File: config.mk
export PLATFORM = sky130hd
export DESIGN_NAME = bipr_cmd_fifo
export DESIGN_NICKNAME = d
export VERILOG_FILES = /design/src/hw/rtl/binary_image_pixel_replicator_assert.svh /design/src/hw/rtl/bipr_pkg.sv /design/src/hw/rtl/bipr_cmd_fifo.sv
export SDC_FILE = /design/constraint.sdc
export NUM_CORES = 1
export LEC_CHECK = 0
export ABC_AREA = 1
export ABC_CLOCK_PERIOD_IN_PS = 3750
export BUFFER_PORTS_ARGS = -buffer_cell sky130_fd_sc_hd__buf_4
export CAP_MARGIN = 20
export CORE_MARGIN = 1
export CORE_UTILIZATION = 55
export DETAILED_ROUTE_END_ITERATION = 6
export PLACE_DENSITY = 0.76
export SLEW_MARGIN = 25
export SYNTH_ARGS = -nofsm -noshare
export SYNTH_HDL_FRONTEND = slang
export SYNTH_SLANG_ARGS = --single-unit
File: constraint.sdc
create_clock -name clk -period 3.75 [get_ports clk]
set_input_delay 0.1875 -clock clk [delete_from_list [all_inputs] [get_ports clk]]
set_output_delay 0.1875 -clock clk [all_outputs]
set_load 0.005 [all_outputs]
File: src/hw/rtl/binary_image_pixel_replicator_assert.svh
// Assertion macros for the binary image pixel replicator.
// Included by the RTL modules that carry checks; no other dependencies.
`ifndef BINARY_IMAGE_PIXEL_REPLICATOR_ASSERT_SVH
`define BINARY_IMAGE_PIXEL_REPLICATOR_ASSERT_SVH

// Same-cycle implication, disabled while reset is asserted
`define BIPR_IMPLY(label, clk, rst_n, ante, cons, msg) \
    label: assert property (@(posedge clk) disable iff (!rst_n) (ante) |-> (cons)) \
        else $error(msg);

// Next-cycle implication, disabled while reset is asserted
`define BIPR_NEXT(label, clk, rst_n, ante, cons, msg) \
    label: assert property (@(posedge clk) disable iff (!rst_n) (ante) |=> (cons)) \
        else $error(msg);

`endif

File: src/hw/rtl/bipr_pkg.sv
// Shared constants and types for the binary image pixel replicator.
// No dependencies; used by every RTL module of the block.
package bipr_pkg;

    localparam int WORD_BITS       = 32;
    localparam int MAX_LINE_PIXELS = 1024;
    // Line store address; counters one bit wider to hold the depth itself
    localparam int STORE_AW        = $clog2(MAX_LINE_PIXELS);
    localparam int LINE_CW         = STORE_AW + 1;
    // Replication factor and per-word pixel count, 1..32
    localparam int FACT_W          = 6;
    localparam int WIDTH_W         = 11;
    localparam int CFG_AW          = 1;
    localparam int CFG_DW          = 11;

    localparam logic [FACT_W-1:0]  SCALE_RESET = FACT_W'(2);
    localparam logic [LINE_CW-1:0] WIDTH_RESET = LINE_CW'(MAX_LINE_PIXELS);

    localparam int FIFO_DEPTH = 4;
    localparam int FIFO_AW    = $clog2(FIFO_DEPTH);

    typedef enum logic [CFG_AW-1:0] {
        REG_SCALE = 1'b0,
        REG_WIDTH = 1'b1
    } cfg_reg_t;

    // One classified input beat
    typedef struct packed {
        logic                 replay;
        logic [WORD_BITS-1:0] pixels;
        logic [FACT_W-1:0]    npix;
        logic                 last;
    } cmd_t;

    typedef struct packed {
        logic full;
        logic empty;
    } fifo_stat_t;

endpackage

File: src/hw/rtl/bipr_cmd_fifo.sv
// Short command queue between the front end and the expansion sequencer.
// Depends on bipr_pkg.
module bipr_cmd_fifo (
    input  logic                 clk,
    input  logic                 rst_n,
    input  logic                 push,
    input  bipr_pkg::cmd_t       cmd_in,
    input  logic                 pop,
    output bipr_pkg::cmd_t       cmd_out,
    output bipr_pkg::fifo_stat_t stat
);

    bipr_pkg::cmd_t                 slot_reg [bipr_pkg::FIFO_DEPTH];
    logic [bipr_pkg::FIFO_AW-1:0]   wr_ptr_reg;
    logic [bipr_pkg::FIFO_AW-1:0]   rd_ptr_reg;
    logic [bipr_pkg::FIFO_AW:0]     count_reg;
    logic                           do_push;
    logic                           do_pop;

    assign stat.full  = (count_reg == (bipr_pkg::FIFO_AW + 1)'(bipr_pkg::FIFO_DEPTH));
    assign stat.empty = (count_reg == '0);
    assign do_push    = push && !stat.full;
    assign do_pop     = pop && !stat.empty;
    assign cmd_out    = slot_reg[rd_ptr_reg];

    // Hold queued commands
    always_ff @(posedge clk)
    begin
        if (do_push)
        begin
            slot_reg[wr_ptr_reg] <= cmd_in;
        end
    end

    // Advance pointers and occupancy
    always_ff @(posedge clk or negedge rst_n)
    begin
        if (!rst_n)
        begin
            wr_ptr_reg <= '0;
            rd_ptr_reg <= '0;
            count_reg  <= '0;
        end
        else
        begin
            if (do_push)
            begin
                wr_ptr_reg <= wr_ptr_reg + bipr_pkg::FIFO_AW'(1);
            end
            if (do_pop)
            begin
                rd_ptr_reg <= rd_ptr_reg + bipr_pkg::FIFO_AW'(1);
            end
            if (do_push && !do_pop)
            begin
                count_reg <= count_reg + (bipr_pkg::FIFO_AW + 1)'(1);
            end
            else if (do_pop && !do_push)
            begin
                count_reg <= count_reg - (bipr_pkg::FIFO_AW + 1)'(1);
            end
        end
    end

endmodule

---- Yosys cells after proc, flatten, opt, wreduce, memory -nomap -nowiden ----
Memories as Yosys holds them, arrays and structs flattened.
Cells that the tools add are included.
cells by class
  muxes and demuxes ....................... 4
  eq/ne operators ......................... 1
  $add $sub $neg .......................... 4
  reductions and logical operators ........ 10
operators by type and width
  kind                                                                count
  3-bit 2-to-1 mux                                                    2
  2-bit by 1-bit adder with 2-bit output, second input constant       2
  1-bit logical AND                                                   4
  1-bit zero test                                                     4
  3-bit by 1-bit adder with 3-bit output, second input constant       1
  3-bit == test, second input constant                                1
  3-bit zero test                                                     1
  3-bit by 1-bit subtractor with 3-bit output, second input constant  1
  1-bit 2-to-1 mux                                                    2
  2-bit nonzero test                                                  1
storage, ports and cells
  RAM bits ................................ 160
  output and inout bits ................... 42
  bits of input ports ..................... 44
  bits in registers ....................... 7
  memories ................................ 1
  logic and storage cells ................. 23
memory list
  name      depth  width  read ports  clocked after Yosys merged registers in  write ports  RTL line             RTL
  slot_reg  4      40     1           0                                        1            bipr_cmd_fifo.sv:13  bipr_pkg::cmd_t slot_reg [bipr_pkg::FIFO_DEPTH];

---- Logic depth before layout (Yosys ltp) ----
  depth in word-level cells ............... 7
  gate-level depth with buffers ........... 12

---- Least setup slack after synthesis ----
Ideal clock, no wire load.
  path kind ............................... register to register
  from .................................... reg count_reg[0] in the netlist's numbering
  to ...................................... mem slot_reg[0][0] in the netlist's numbering (enable)
  setup time .............................. 0.437 ns
  path buffers ............................ 0
  stages on the path, launching flop included .. 5
  period minus slack after synthesis ...... 2.841 ns
  required time ........................... 3.313 ns
  data arrival time ....................... 2.403 ns
  path slack .............................. 0.909 ns
  path through ............................ dfrtp_1 -> inv_2 -> nand3_1 -> nand2_1 -> nor2_1
between the ends
  longest elaborated chain between the ends .. 5
RTL lines
  item                                    RTL line             RTL
  from (decl)                             bipr_cmd_fifo.sv:16  logic [bipr_pkg::FIFO_AW:0] count_reg;
  from (signal assigned)                  bipr_cmd_fifo.sv:56  count_reg <= count_reg + (bipr_pkg::FIFO_AW + 1)'(1);
  from (signal assigned)                  bipr_cmd_fifo.sv:60  count_reg <= count_reg - (bipr_pkg::FIFO_AW + 1)'(1);
  3-bit == test                           bipr_cmd_fifo.sv:20  assign stat.full = (count_reg == (bipr_pkg::FIFO_AW + 1)'(bipr_pkg::FIFO_DEPTH));
  1-bit zero test                         bipr_cmd_fifo.sv:22  assign do_push = push && !stat.full;
  1-bit logical AND                       bipr_cmd_fifo.sv:22
  1-bit 2-to-1 mux                        bipr_cmd_fifo.sv:29  if (do_push)
  1-bit 2-to-1 mux (implied by the code)  bipr_cmd_fifo.sv:31  slot_reg[wr_ptr_reg] <= cmd_in;
  to (decl)                               bipr_cmd_fifo.sv:13
Every way passes these cells.

==> results.ini <==
[outcome]
status=complete, no violations

[synthesis]
ys_seq_area_frac=0.734
synth_compound_area_frac=0.0892
syn_inst=528
synth_warnings=0
avgSynthCellArea_um2=12.9
synthMuxAreaShare=0
synth_simple_gate_area_frac=0.0846
synth_top_family_by_area=compound AO/OA/AOI/OAI gates
synth-seq-cells=167
yosys.area_share.xor_xnor=0.00129
synth_area_um2=6790
syn_nets=578
yosysUniqueCellTypes=16
yosys.area_share.adder=0.0122

[final_layout]
fin_nets=706
area_growth_pct=24.8
layoutNonFillerInstCount=815
layout-drive-gt1-share=0.192
final_cell_mix=160 x edfxtp_1, 138 x nand2_1, 94 x buf_4
final_area_um2=8470
n_antenna_cell=0
largest_reg_flops=160
final_common_cell=edfxtp_1
final_util=0.705

[power_and_ir_drop]
power.density_nw_per_um2=738
pwr-share-comb=0.342
p_clk_frac=0.247
switching_share=0.324
p_sw_w=0.00202
peakVddDrop_mv=0.391
pwr-share-seq=0.411
p_int_w=0.00423
leakage_nw=3.49

[die]
dieArea_um2=12800
io_pins=86
initial_core_util=0.565
core_area_um2=12000
die_h_um=113
die_w_um=113
rows=40

[worst_setup_path]
cp.required_ns=3.56
cp_max_fo=90
r2r_start=count_reg[0]$_DFFE_PN0P_
end_kind=primary output
crit_start=rd_ptr_reg[0]$_DFFE_PN0P_
worstPathArrival_ns=2.40
ff2ff_path_depth=5
start_kind=flop
r2r_setup_slack_ns=1.42
critical_path_class=flop to primary output

[cts]
cts-resized-gates=0
postCtsHoldBufs=41
cts_buffer_depth=2
clkTransAtPathRegs_ns=0.06
cts-buffers-inserted=17
cts_setup_buffers=0
cts_root_buf=clkbuf_16
cts_num_sinks=167
cts_tree=done
h-tree-depth=4
clock_latency_ns=0.42

[global_route]
grt_pass1_vias=4336
antenna_found_initial=0
grt_pass1_wl_um=20800
grt_max_degree=91
grt_usage=0.219
grt_overflow=0

[routing]
first_pass_iters=4
drc=0
viasPerCell=5.13
dr_total_vias=4182
wirelength_um=12900
initialDrtViolationCount=328
wl_per_cell_um=15.9
ant_nets=0

[sta]
slew_headroom=0.430
setup_viol=0
max_freq_ghz=0.386
fin_skew_ns=0.0128
final-max-slew-violation-count=0
fin_crit_sh=0.690
rsz0062_at_grt=false
min_period_ns=2.59
tightest_slew_ns=0.852
finalSetupTns_ns=0
hold_viol=0

[run]
max_cap_viol_count=0

[placed_design]
dpl_cell_area_um2=7540
dpl.cell_count=743
place.gp.congestion=0.764
port_buffers=85
dp_hpwl_um=7870

[hold_path]
hp-class=input pin to flop
worstHoldPathCells=3
worstHoldStart=pop

[cell type report]
| cell class | count | area (um2) |
|---|---|---|
| Sequential cell | 167 | 4980 |
| Fill cell | 784 | 3540 |
| Multi-Input combinational cell | 238 | 1300 |
| Timing Repair Buffer | 135 | 1120 |
| Clock buffer | 20 | 437 |
| Inverter | 97 | 367 |
| Tap cell | 147 | 184 |
| Clock inverter | 11 | 85.1 |
[cells by family (layout without fill, tap and decap cells)]
family,after synthesis,count (layout)
fa+ha+maj,6,6
buf+inv,123,263
simple gates,150,150
xor+xnor,1,1
compound gates,81,81
flops,167,167
[metrics by stage]
stage | total power, W | worst slack [ns] | hold slack [ns]
final | 0.00625 | 1.16 | 0.0321
after global routing | 0.00664 | 0.971 | 0.0258
after CTS | 0.00631 | 1.16 | 0.0137
after detailed placement | 0.00472 | 1.39 | 0.00393
after global placement | 0.00463 | 1.51 | 0.00190
after floorplan | 0.00387 | 0.909 | -0.108
[power by group through the flow]
stage	combinational [W]	sequential, W	clock [W]
after floorplan	0.00128	0.00259	0
after global placement	0.00205	0.00259	0
after detailed placement	0.00212	0.00261	0
after CTS	0.00216	0.00257	0.00157
after global routing	0.00239	0.00260	0.00165
final	0.00214	0.00257	0.00154
[worst max-delay path, cell delays in order, from the launching register on]
cell,delay [ns]
dfrtp_1,0.42
inv_4,0.60
buf_4,0.49
nand2_1,0.13
o211ai_1,0.12
nand2_1,0.07
buf_4,0.14
[cell usage after synthesis (all sizes together)]
library cell	count	area, um2
buf	15	131
dfrtp	7	175
nand3	7	35.0
o21ai	1	5.00
inv	97	364
edfxtp	160	4800
nor2	4	15.0
xnor2	1	8.76
nand2	138	518
ha	5	62.6
fa	1	20.0
nand4	1	6.26
o211ai	80	601
clkbuf	11	41.3
[path summary, 6_finish.rpt]
kind                                             end
hold / removal             rd_ptr_reg[0]$_DFFE_PN0P_
max in group asynchronous  rd_ptr_reg[1]$_DFFE_PN0P_
hold reg to reg             count_reg[2]$_DFFE_PN0P_
min in group asynchronous  wr_ptr_reg[0]$_DFFE_PN0P_
setup / recovery                         cmd_out[28]
setup reg to reg           slot_reg[2][15]$_DFFE_PP_
[per-layer routing]
metal,up-vias,share of wire,track usage
met1,1976,0.42,0.269
met5,-,0,0
li1,2081,-,-
met4,0,0.011,0.0886
met3,11,0.049,0.0541
met2,114,0.52,0.376
Note: power is estimated with default switching activity, not from simulation.
