[src/hw/rtl/binary_image_pixel_replicator_assert.svh]
// Assertion macros for the binary image pixel replicator.
// Included by the RTL modules that carry checks; no other dependencies.
`ifndef BINARY_IMAGE_PIXEL_REPLICATOR_ASSERT_SVH
`define BINARY_IMAGE_PIXEL_REPLICATOR_ASSERT_SVH

// Same-cycle implication, disabled while reset is asserted
`define BIPR_IMPLY(label, clk, rst_n, ante, cons, msg) \
    label: assert property (@(posedge clk) disable iff (!rst_n) (ante) |-> (cons)) \
        else $error(msg);

// Next-cycle implication, disabled while reset is asserted
`define BIPR_NEXT(label, clk, rst_n, ante, cons, msg) \
    label: assert property (@(posedge clk) disable iff (!rst_n) (ante) |=> (cons)) \
        else $error(msg);

`endif

[src/hw/rtl/bipr_pkg.sv]
// Shared constants and types for the binary image pixel replicator.
// No dependencies; used by every RTL module of the block.
package bipr_pkg;

    localparam int WORD_BITS       = 32;
    localparam int MAX_LINE_PIXELS = 1024;
    // Line store address; counters one bit wider to hold the depth itself
    localparam int STORE_AW        = $clog2(MAX_LINE_PIXELS);
    localparam int LINE_CW         = STORE_AW + 1;
    // Replication factor and per-word pixel count, 1..32
    localparam int FACT_W          = 6;
    localparam int WIDTH_W         = 11;
    localparam int CFG_AW          = 1;
    localparam int CFG_DW          = 11;

    localparam logic [FACT_W-1:0]  SCALE_RESET = FACT_W'(2);
    localparam logic [LINE_CW-1:0] WIDTH_RESET = LINE_CW'(MAX_LINE_PIXELS);

    localparam int FIFO_DEPTH = 4;
    localparam int FIFO_AW    = $clog2(FIFO_DEPTH);

    typedef enum logic [CFG_AW-1:0] {
        REG_SCALE = 1'b0,
        REG_WIDTH = 1'b1
    } cfg_reg_t;

    // One classified input beat
    typedef struct packed {
        logic                 replay;
        logic [WORD_BITS-1:0] pixels;
        logic [FACT_W-1:0]    npix;
        logic                 last;
    } cmd_t;

    typedef struct packed {
        logic full;
        logic empty;
    } fifo_stat_t;

endpackage

[src/hw/rtl/bipr_front.sv]
// Front end: accepts input beats, tracks the source pixel position in the line
// and classifies each beat into a command. Depends on bipr_pkg.
module bipr_front (
    input  logic                            clk,
    input  logic                            rst_n,
    input  logic                            line_clear,
    input  logic [bipr_pkg::LINE_CW-1:0]    line_width,
    input  logic                            s_tvalid,
    output logic                            s_tready,
    input  logic [bipr_pkg::WORD_BITS-1:0]  s_tdata,   // pixel_word
    input  logic                            s_tuser,   // mode
    input  bipr_pkg::fifo_stat_t            stat,
    output logic                            push,
    output bipr_pkg::cmd_t                  cmd
);

    logic [bipr_pkg::LINE_CW-1:0] pos_reg;
    logic [bipr_pkg::LINE_CW-1:0] pos_next;
    logic [bipr_pkg::LINE_CW-1:0] pos_eff;
    logic [bipr_pkg::LINE_CW-1:0] remaining;
    logic                         last;

    // Count the valid pixels of this word and spot the line end
    assign pos_eff   = (pos_reg >= line_width) ? '0 : pos_reg;
    assign remaining = line_width - pos_eff;
    assign last      = (remaining <= bipr_pkg::LINE_CW'(bipr_pkg::WORD_BITS));

    assign s_tready = !stat.full;
    assign push     = s_tvalid && s_tready;

    always_comb
    begin
        cmd.replay = s_tuser;
        cmd.pixels = s_tdata;
        cmd.last   = last;
        cmd.npix   = last ? remaining[bipr_pkg::FACT_W-1:0]
                          : bipr_pkg::FACT_W'(bipr_pkg::WORD_BITS);
    end

    // Advance the position on each pixel beat, wrap at line end
    always_comb
    begin
        pos_next = pos_reg;
        if (push && !s_tuser)
        begin
            pos_next = last ? '0 : pos_eff + bipr_pkg::LINE_CW'(bipr_pkg::WORD_BITS);
        end
        if (line_clear)
        begin
            pos_next = '0;
        end
    end

    always_ff @(posedge clk or negedge rst_n)
    begin
        if (!rst_n)
        begin
            pos_reg <= '0;
        end
        else
        begin
            pos_reg <= pos_next;
        end
    end

endmodule

[config.mk]
export PLATFORM = sky130hd
export DESIGN_NAME = bipr_front
export DESIGN_NICKNAME = d
export VERILOG_FILES = /design/src/hw/rtl/binary_image_pixel_replicator_assert.svh /design/src/hw/rtl/bipr_pkg.sv /design/src/hw/rtl/bipr_front.sv
export SDC_FILE = /design/constraint.sdc
export NUM_CORES = 1
export LEC_CHECK = 0
export BUFFER_PORTS_ARGS = -buffer_cell sky130_fd_sc_hd__buf_2
export CORE_AREA = 2 2 63 65
export DETAILED_ROUTE_END_ITERATION = 16
export DIE_AREA = 0 0 65 67
export PLACE_DENSITY = 0.87
export RECOVER_POWER = 50
export SETUP_SLACK_MARGIN = 0.05
export SYNTH_ARGS = -nofsm -noshare
export SYNTH_HDL_FRONTEND = slang
export SYNTH_SLANG_ARGS = --single-unit
[constraint.sdc]
create_clock -name clk -period 7.65 [get_ports clk]
set_input_delay 1.1475 -clock clk [delete_from_list [all_inputs] [get_ports clk]]
set_output_delay 1.1475 -clock clk [all_outputs]
set_load 0.02 [all_outputs]
* Word-level counts from Yosys, hierarchy flattened *
Index checks and enable logic that the tools add are counted.

word-level totals
  bits in registers = 11
  input port bits = 50
  output and inout port bits = 42
  word-level logic and storage cells = 15

cells by class
  $add $sub $neg = 2
  magnitude comparators = 2
  muxes and demuxes = 5
  reduce and logical (&&, ||, !) cells = 5

operator list
  cell                                                  number
  2-to-1 mux 11 bit                                     4
  adder 11 x 6 -> 11 bit, second input constant         1
  >= comparator 11 bit                                  1
  <= comparator 11 x 6 -> 1 bit, second input constant  1
  subtractor 11 bit                                     1
  2-to-1 mux 6 bit                                      1
  logical AND 1 bit                                     2
  logical NOT 1 bit                                     2
  nonzero test 2 bit                                    1

* Logic depth before layout (Yosys ltp) *
Gate-level depths: netlist (run 1).

  depth after elaboration = 7
  gate-level depth with buffers = 17
  gate-level depth less buffers = 16

* Worst setup path before layout (run 1) *
No wires, ideal clock.

  path type = input -> output
  from = in line_width[8] (netlist bit)
  to = out cmd[1] (netlist bit)
  data arrival time = 4,894 ps
  data required time = 6,503 ps
  slack = 1,608 ps
  stages = 16
  path buffers = 1
  path through = inv_1 > ha_1 > a21o_1 > a21o_1 > a21oi_1 > o21a_1 > clkbuf_1 > nand2_1 > ha_1 > and2_4 > a221o_1 > or4_4 > o211ai_2 > o211ai_4 > nor4_4 > nor2b_1

RTL lines
  item             RTL line          text
  start, declared  bipr_front.sv:7   input logic [bipr_pkg::LINE_CW-1:0] line_width,
  end, declared    bipr_front.sv:14  output bipr_pkg::cmd_t cmd

==> impl_metrics.yaml, run 1 <==
timing:
  hold_viol_final: 0
  finalSetupViolations: 0
  slew_headroom_pct: 48.38
  rsz0062_at_grt: "no"
  post-route-period-util_pct: 85.32
  finalClockSkew_ns: 0.002722
  worst_slew_pin_slew_ns: 0.7684
  tns_ns: 0
  slew_viol_final: 0
  layout_min_cycle_time_ns: 6.527
  timing.fmax_ghz: 0.1532
synthesis:
  ys_ff_latch: 11
  async_flop_share_pct: 100.0
  ys_seq_area_share_pct: 15.97
  yosysTopAreaCellShare_pct: 15.97
  syn_avg_cell_area_um2: 8.133
  yosysWarnings: 0
  synth_largest_area_cell: "dfrtp_1"
  synth_edf_count: 0
  syn_inst: 212
  synth_top_flop_cell: "dfrtp_1"
  yosysUniqueCellTypes: 45
  syn_nets: 285
  synthTopCellsByArea: "dfrtp_1 (16%), ha_1 (16%), buf_4 (15%)"
  syn_area_um2: 1724
clock_network:
  hold_buffers: 0
  ctsLongestPathBuffers: 2
  postCtsSetupBuffers: 0
  cts.sinks: 11
  cts_resized: 0
  clk_pin_slew_ns: 0.05
  ctsHtreeMaxLevel: 1
  cts_root_buf: "clkbuf_8"
  cts_tree: "done"
  cts-buffers-inserted: 3
  clk_latency_ns: 0.24
drt:
  ant_nets: 0
  viasPerCell: 5.583
  drtIter0Drc: 55
  num_vias: 1407
  dr.pass1.iters: 4
  wl_mm: 3.306
  drc: 0
  routedWlPerCell_um: 13.12
power_and_ir_drop:
  power_leakage_uw: 0.0008365
  p_per_area_nw_per_um2: 99.01
  peakVddDrop_v: 0.0001136
  totalPowerFinal_uw: 167.1
global_routing:
  grt_util_all_layers_pct: 16.40
  grt_max_degree: 18
  grt.overflow.total: 0
  grt_pass1_vias: 1300
  grt_pass1_wl_mm: 5.678
  antenna_found_initial: 0
critical_path:
  required_ns: 6.50
  r2r-start: "pos_reg[8]"
  crit_type: "in -> out"
  timing.critical_path.buf_inv: 3
  crit_slowest_cell: "nor4_4"
  reg2reg_depth: 14
  path_cells: "buf_2 > inv_1 > ha_1 > a21o_1 > a21o_1 > a21oi_1 > o21a_1 > nand2_1 > ha_1 > and2_4 > a221o_1 > or4_4 > o211ai_2 > o211ai_4 > nor4_4 > and2_1 > buf_2"
  worst_setup_path_start_kind: "primary input"
  timing.rr.end: "pos_reg[10]"
  r2r_slack_ns: 3.12
  cpLargestDelayFamily: "compound AO/OA/AOI/OAI gates"
  cpPeakStageDelay_ns: 0.55
  crit_arrival_ns: 5.38
  cp_max_fo: 17
  crit_path_end_kind: "primary output"
worst_hold_path:
  worst_hold_startpoint: "pos_reg[0]"
  hold_class: "reg -> reg"
  whs_path_depth: 2
  holdPathEnd: "pos_reg[0]"
run:
  cap_violations: 0
die:
  coreArea_um2: 3606
  die_x_um: 65
  ios: 92
  chipHeight_um: 67
  dieArea_um2: 4355
  floorplan.initialDensity_pct: 47.81
  core.rowCount: 22
cells_and_area:
  drive_above_1_share_pct: 17.16
  antennaDiodeCount: 0
  final_core_utilization_pct: 46.81
  area_delta_synth_final_pct: -2.104
  layoutNonFillerInstCount: 252
  nets: 278
  largest_reg_flops: 11
placement:
  io_buffers: 26
  post-dp-hpwl_mm: 2.686
  gp_congestion: 0.8223
  placed_cells: 248
status:
  status: "finished, final reports clean"
## how the worst max path moves through the flow
stage,start,to,slack [ns],cells past startpoint
floorplan,line_width[8],cmd[1],1.61,16
global placement,line_width[8],cmd[3],1.26,17
detailed placement,line_width[8],cmd[5],1.17,17
CTS,line_width[8],cmd[5],1.16,17
global route,line_width[8],cmd[1],0.85,17
finish,line_width[8],cmd[5],1.12,17
## worst reg2reg max path: stages, from the launching register on
cell	delay, ns
dfrtp_1	0.44
ha_1	0.32
a21o_1	0.18
a21o_1	0.17
a21oi_1	0.13
o21a_1	0.49
nand2_1	0.18
ha_1	0.36
and2_4	0.18
a221o_1	0.43
o211ai_1	0.21
a21oi_1	0.12
o211a_1	0.29
nor3_1	0.66
a221oi_1	0.20
## layer usage
metal	track usage (%)	share of wire [%]
met1	20.29	45
met2	28.61	49
met3	1.014	4.4
met4	8.511	1.7
met5	0	0
## final cells by class
| class | instances | area, um^2 |
|---|---|---|
| inverter | 18 | 67.56 |
| clock buffer | 4 | 45.04 |
| timing repair buffer | 26 | 128.9 |
| multi-input combinational | 145 | 1111 |
| sequential | 11 | 275.3 |
| fill | 345 | 1918 |
| tap | 48 | 60.06 |
## layout by cell type, fill, tap and decap left out, drive strengths merged, types with 5 or more instances in the layout
cell type,netlist,routed
nor2b,10,10
nor2,5,5
dfrtp,11,11
o21ai,9,9
ha,22,22
nand2,16,16
o211ai,5,5
o21a,5,5
a211oi,5,5
buf,34,25
inv,18,18
nand2b,7,7
clkbuf,4,5
a21oi,12,12
a21o,5,5
## where the power goes
| part | leakage (uW) | switching, uW | internal (uW) |
|---|---|---|---|
| combinational | 0.000660 | 29.5 | 20.4 |
| clock | 0.0000228 | 21.5 | 36.6 |
| sequential | 0.000153 | 0.437 | 58.7 |
## logic make-up (layout without fill, tap and decap cells)
group           count (synthesis)  after routing  synth area share, %
compound gates                 55             55                23.59
xor+xnor                        4              4                2.032
fa+ha+maj                      23             23                17.13
buf+inv                        56             48                19.59
flops                          11             11                15.96
mux                             2              2                1.161
simple gates                   61             61                20.54
## metrics by stage
stage / hold slack [ns] / setup slack [ns] / cell area [um^2]
floorplan: 0.4992 / 1.608 / 1724
global placement: 0.5176 / 1.258 / 1644
detailed placement: 0.5311 / 1.169 / 1644
CTS: 0.5391 / 1.159 / 1689
global route: 0.5760 / 0.8523 / 1688
finish: 0.5374 / 1.123 / 1688
## cell usage after synthesis, types with 2 or more instances
master    number
clkbuf_1       4
o21ai_0        7
a21o_1         5
nand3b_1       3
dfrtp_1       11
o21ai_1        2
a221oi_1       2
buf_4         34
nand3_1        2
ha_1          22
o211a_1        2
o21a_1         5
o211ai_1       3
nand2_1       16
and2_1         3
nand2b_1       7
and3_1         2
xor2_1         2
or3_1          3
nor2b_1       10
xnor2_1        2
inv_1         18
a31oi_1        2
a211oi_1       5
nor3_1         3
mux2i_1        2
a21oi_1       12
nand4_1        2
nor2_1         5
No activity file was read; power rests on OpenSTA's default activity.
==> run 2: changes to the inputs <==
- CORE_AREA: 2 2 63 65 -> 2 2 68 70
- DIE_AREA: 0 0 65 67 -> 0 0 70 72
- PLACE_DENSITY: 0.87 -> 0.8
- clock period: 7.65 -> 5.7 ns (I/O delays scaled with it)
==> run 2 against run 1 <==
Compared with the run above:
- via count is 1.1% higher
- flip-flop and latch count stayed put
- first-iteration DRC count is 40% higher
- utilization is 5.2 points lower
- critical path depth is 1 higher
- clock skew is 0.0015 ns lower
- sequential share of layout area is 0.78 points lower
- critical path type unchanged
- critical endpoint is now cmd[1]
==> impl_metrics.yaml, run 2 (same netlist as run 1, synthesis figures left out) <==
status:
  status: "finished, final reports clean"
power_and_ir_drop:
  p_comb_share_pct: 31.1
  seqPwrFrac_pct: 35.0
  p_sw_uw: 69.30
  intPower_uw: 157.1
  peakVddDrop_v: 0.0001657
  power_leakage_uw: 0.0008862
  p_clk_share_pct: 33.8
  p_per_area_nw_per_um2: 127.7
  swShare_pct: 30.61
  totalPowerFinal_uw: 226.4
clock_network:
  cts-buffers-inserted: 3
  cts_root_buf: "clkbuf_8"
  ctsHtreeMaxLevel: 1
  cts.sinks: 11
  cts_tree: "done"
  hold_buffers: 0
  ctsLongestPathBuffers: 2
  clk_pin_slew_ns: 0.05
  clk_latency_ns: 0.23
cells_and_area:
  area_delta_synth_final_pct: 2.830
  antennaDiodeCount: 0
  multi_input_area_um2: 1124
  largest_reg_flops: 11
  final_cell_mix: "buf_2 (25), ha_1 (22), inv_1 (18)"
  final_common_cell: "buf_2"
  nets: 287
  n_fill_cell: 422
  regArea_um2: 275.3
  drive_above_1_share_pct: 21.13
drt:
  drtIter0Drc: 77
  num_vias: 1423
  routedWlPerCell_um: 13.39
  wl_mm: 3.548
  dr.pass1.iters: 4
  ant_nets: 0
  drc: 0
  viasPerCell: 5.370
die:
  core.rowCount: 24
  chipHeight_um: 72
  ios: 92
  die_x_um: 70
  floorplan.initialDensity_pct: 40.43
  dieArea_um2: 5040
  coreArea_um2: 4264
timing:
  hold_viol_final: 0
  tns_ns: 0
  timing.fmax_ghz: 0.1845
  rsz0062_at_grt: "no"
  finalSetupViolations: 0
  setup_ws_ns: 0.2798
  finalClockSkew_ns: 0.001231
  worst_slew_pin_slew_ns: 0.7578
  layout_min_cycle_time_ns: 5.420
  post-route-period-util_pct: 95.09
  slew_viol_final: 0
  slew_headroom_pct: 49.09
critical_path:
  crit_end: "cmd[1]"
  timing.rr.end: "pos_reg[5]"
  cp_max_fo: 8
  crit_arrival_ns: 4.57
  reg2reg_depth: 17
  crit_path_end_kind: "primary output"
  crit_type: "in -> out"
  startpoint: "line_width[8]"
  worst_setup_path_start_kind: "primary input"
  r2r-start: "pos_reg[8]"
  required_ns: 4.85
  r2r_slack_ns: 1.43
global_routing:
  grt_util_all_layers_pct: 13.58
  grt_pass1_wl_mm: 5.761
  antenna_found_initial: 0
  grt.overflow.total: 0
  grt_max_degree: 14
  grt_pass1_vias: 1325
placement:
  dp_slack_ns: 0.1921
  post-dp-hpwl_mm: 2.836
  io_buffers: 26
  gp_congestion: 0.8103
worst_hold_path:
  hold_class: "reg -> reg"
run:
  cap_violations: 0
run 2: final cells by class:
class / count / area share [%]
inverters: 18 / 3.811
multi-input cells: 145 / 63.37
repair buffers: 35 / 11.08
clock buffers: 4 / 2.541
flip-flops and latches: 11 / 15.53
well taps: 52 / 3.670
run 2: power by group through the flow:
stage / sequential [uW] / combinational (uW) / clock (uW)
floorplan: 80.4 / 81.4 / 0
global placement: 80.5 / 66.6 / 0
detailed placement: 80.6 / 68.5 / 0
CTS: 79.3 / 68.8 / 78.8
global route: 79.3 / 78.0 / 82.0
finish: 79.3 / 70.5 / 76.6
run 2: how the worst min path moves through the flow:
stage	start	endpoint	slack (ns)	depth (start not counted)
after floorplan	pos_reg[0]	pos_reg[0]	0.50	2
after global placement	pos_reg[0]	pos_reg[0]	0.53	2
after detailed placement	pos_reg[0]	pos_reg[0]	0.52	2
after CTS	rst_n	pos_reg[5]	0.48	1
after global routing	pos_reg[0]	pos_reg[0]	0.55	2
final	pos_reg[0]	pos_reg[0]	0.53	2
run 2: per-stage QoR:
| stage | util [%] | cells | cell area, um^2 | hold WS, ns |
|---|---|---|---|---|
| global route | 41.58 | 265 | 1773 | 0.5483 |
| finish | 41.58 | 265 | 1773 | 0.5288 |
| detailed placement | 39.20 | 255 | 1672 | 0.5240 |
| floorplan | - | 212 | 1724 | 0.4992 |
| CTS | 40.26 | 259 | 1717 | 0.4836 |
| global placement | 39.20 | 255 | 1672 | 0.5255 |
run 2: timing repair:
| action | in CTS | in global routing |
|---|---|---|
| gates resized for setup | 0 | 2 |
| endpoints found under the setup margin | 0 | 6 |
| hold endpoints to repair | 0 | 0 |
| buffers inserted | 0 | 6 |
run 2: layer usage:
metal / vias up / GRT usage, % / part of all wire, %
li1: 726 / - / -
met1: 653 / 16.51 / 43
met2: 36 / 24.23 / 50
met3: 8 / 1.667 / 4.7
met4: 0 / 5.983 / 1.6
met5: - / 0 / 0
run 2: worst max-delay path: stages:
cell,delay (ns)
buf_2,0.09
inv_1,0.04
ha_1,0.30
a21o_1,0.18
a21o_1,0.17
a21oi_1,0.15
o21a_2,0.23
nand2_1,0.11
ha_1,0.35
and2_4,0.18
a221o_1,0.35
buf_4,0.17
o21a_1,0.21
o41ai_4,0.27
a211oi_1,0.14
nor4_4,0.43
nor2b_1,0.17
buf_2,0.17
==> run 3: changes to the inputs <==
- MAX_ROUTING_LAYER: unset -> met4
==> run 3 against run 2 <==
Compared with the run above:
- worst hold slack is essentially flat
- sequential power hardly changed
- cell area is the same
- clock-buffer cell count did not move
- critical path type unchanged
- largest power group unchanged
==> impl_metrics.yaml, run 3 (same netlist as run 1, synthesis figures left out) <==
clock_network:
  ctsLongestPathBuffers: 2
  hold_buffers: 0
  clk_latency_ns: 0.24
  cts_tree: "done"
  cts-buffers-inserted: 3
  clk_pin_slew_ns: 0.05
  ctsHtreeMaxLevel: 1
  cts_root_buf: "clkbuf_8"
  cts.sinks: 11
cells_and_area:
  drive_above_1_share_pct: 21.13
  final_cell_mix: "buf_2 (25), ha_1 (22), inv_1 (18)"
  multi_input_area_um2: 1124
  final_core_utilization_pct: 41.58
  antennaDiodeCount: 0
  nets: 287
  largest_reg_flops: 11
  area_delta_synth_final_pct: 2.830
  regArea_um2: 275.3
  n_fill_cell: 422
  final_common_cell: "buf_2"
drt:
  wl_mm: 3.572
  routedWlPerCell_um: 13.48
  drtIter0Drc: 82
  dr.pass1.iters: 4
  num_vias: 1425
  viasPerCell: 5.377
  drc: 0
  ant_nets: 0
timing:
  timing.fmax_ghz: 0.1845
  slew_headroom_pct: 48.55
  worst_slew_pin_slew_ns: 0.7658
  layout_min_cycle_time_ns: 5.420
  finalSetupViolations: 0
  hold_viol_final: 0
  tns_ns: 0
  rsz0062_at_grt: "no"
  slew_viol_final: 0
  finalClockSkew_ns: 0.0009146
  post-route-period-util_pct: 95.09
placement:
  gp_congestion: 0.8221
  post-dp-hpwl_mm: 2.836
  io_buffers: 26
global_routing:
  grt_max_degree: 14
  grt_util_all_layers_pct: 13.99
  grt_pass1_wl_mm: 5.761
  grt_pass1_vias: 1327
  grt.overflow.total: 0
  antenna_found_initial: 0
die:
  die_x_um: 70
  core.rowCount: 24
  floorplan.initialDensity_pct: 40.43
  dieArea_um2: 5040
  coreArea_um2: 4264
  ios: 92
  chipHeight_um: 72
power_and_ir_drop:
  p_per_area_nw_per_um2: 128.6
  power_leakage_uw: 0.0008862
  peakVddDrop_v: 0.0001700
critical_path:
  cp_max_fo: 8
  required_ns: 4.85
  worst_setup_path_start_kind: "primary input"
  crit_arrival_ns: 4.57
  crit_type: "in -> out"
  crit_path_end_kind: "primary output"
status:
  status: "finished, final reports clean"
run:
  cap_violations: 0
worst_hold_path:
  hold_class: "reg -> reg"
==> run 3: metal layers <==
metal,wire length (um),GRT usage [%]
met2,1802,24.23
met1,1545,16.51
met5,0,-
met4,57,5.983
met3,166,1.667
==> run 3: path summary, 6_finish.rpt <==
check / cells after the start / startpoint / end / slack, ns
setup / recovery: 18 / line_width[8] / cmd[1] / 0.28
hold / removal: 2 / pos_reg[0] / pos_reg[0] / 0.53
setup reg to reg: 17 / pos_reg[8] / pos_reg[5] / 1.43
hold reg to reg: 2 / pos_reg[0] / pos_reg[0] / 0.53
max in group asynchronous: 1 / rst_n / pos_reg[7] / 4.73
min in group asynchronous: 1 / rst_n / pos_reg[10] / 0.59
==> run 3: layout make-up <==
cell class                      instances  share of cell area, %
Inverter                               18                  3.811
Tap cell                               52                  3.670
Timing Repair Buffer                   35                  11.08
Sequential cell                        11                  15.53
Clock buffer                            4                  2.541
Multi-Input combinational cell        145                  63.37
==> run 3: power breakdown <==
group	switching, uW	internal [uW]
Clock	29.0	49.1
Sequential	0.549	78.7
Combinational	41.1	29.4
==> run 3: stage by stage <==
stage	worst slack [ns]	cell area, um^2	total power (uW)	instances	hold slack [ns]
2_1_floorplan	0.2433	1724	161.8	212	0.4992
3_3_place_gp	0.2530	1672	147.1	255	0.5255
3_5_place_dp	0.1921	1672	149.1	255	0.5240
4_1_cts	0.1714	1717	226.8	259	0.4836
5_1_grt	0.008402	1773	239.3	265	0.5483
6_report	0.2798	1773	227.9	265	0.5291
==> run 3: critical path, cell delays in order <==
cell and delay, ns:
buf_2 0.09, inv_1 0.04, ha_1 0.30, a21o_1 0.18, a21o_1 0.17, a21oi_1 0.15
o21a_2 0.23, nand2_1 0.11, ha_1 0.35, and2_4 0.18, a221o_1 0.35, buf_4 0.17
o21a_1 0.21, o41ai_4 0.27, a211oi_1 0.14, nor4_4 0.43, nor2b_1 0.17, buf_2 0.17
==> run 3: what timing repair did <==
action                                  in CTS  in global routing
endpoints found under the setup margin       0                  6
setup buffers                                0                  6
resized for setup                            0                  2
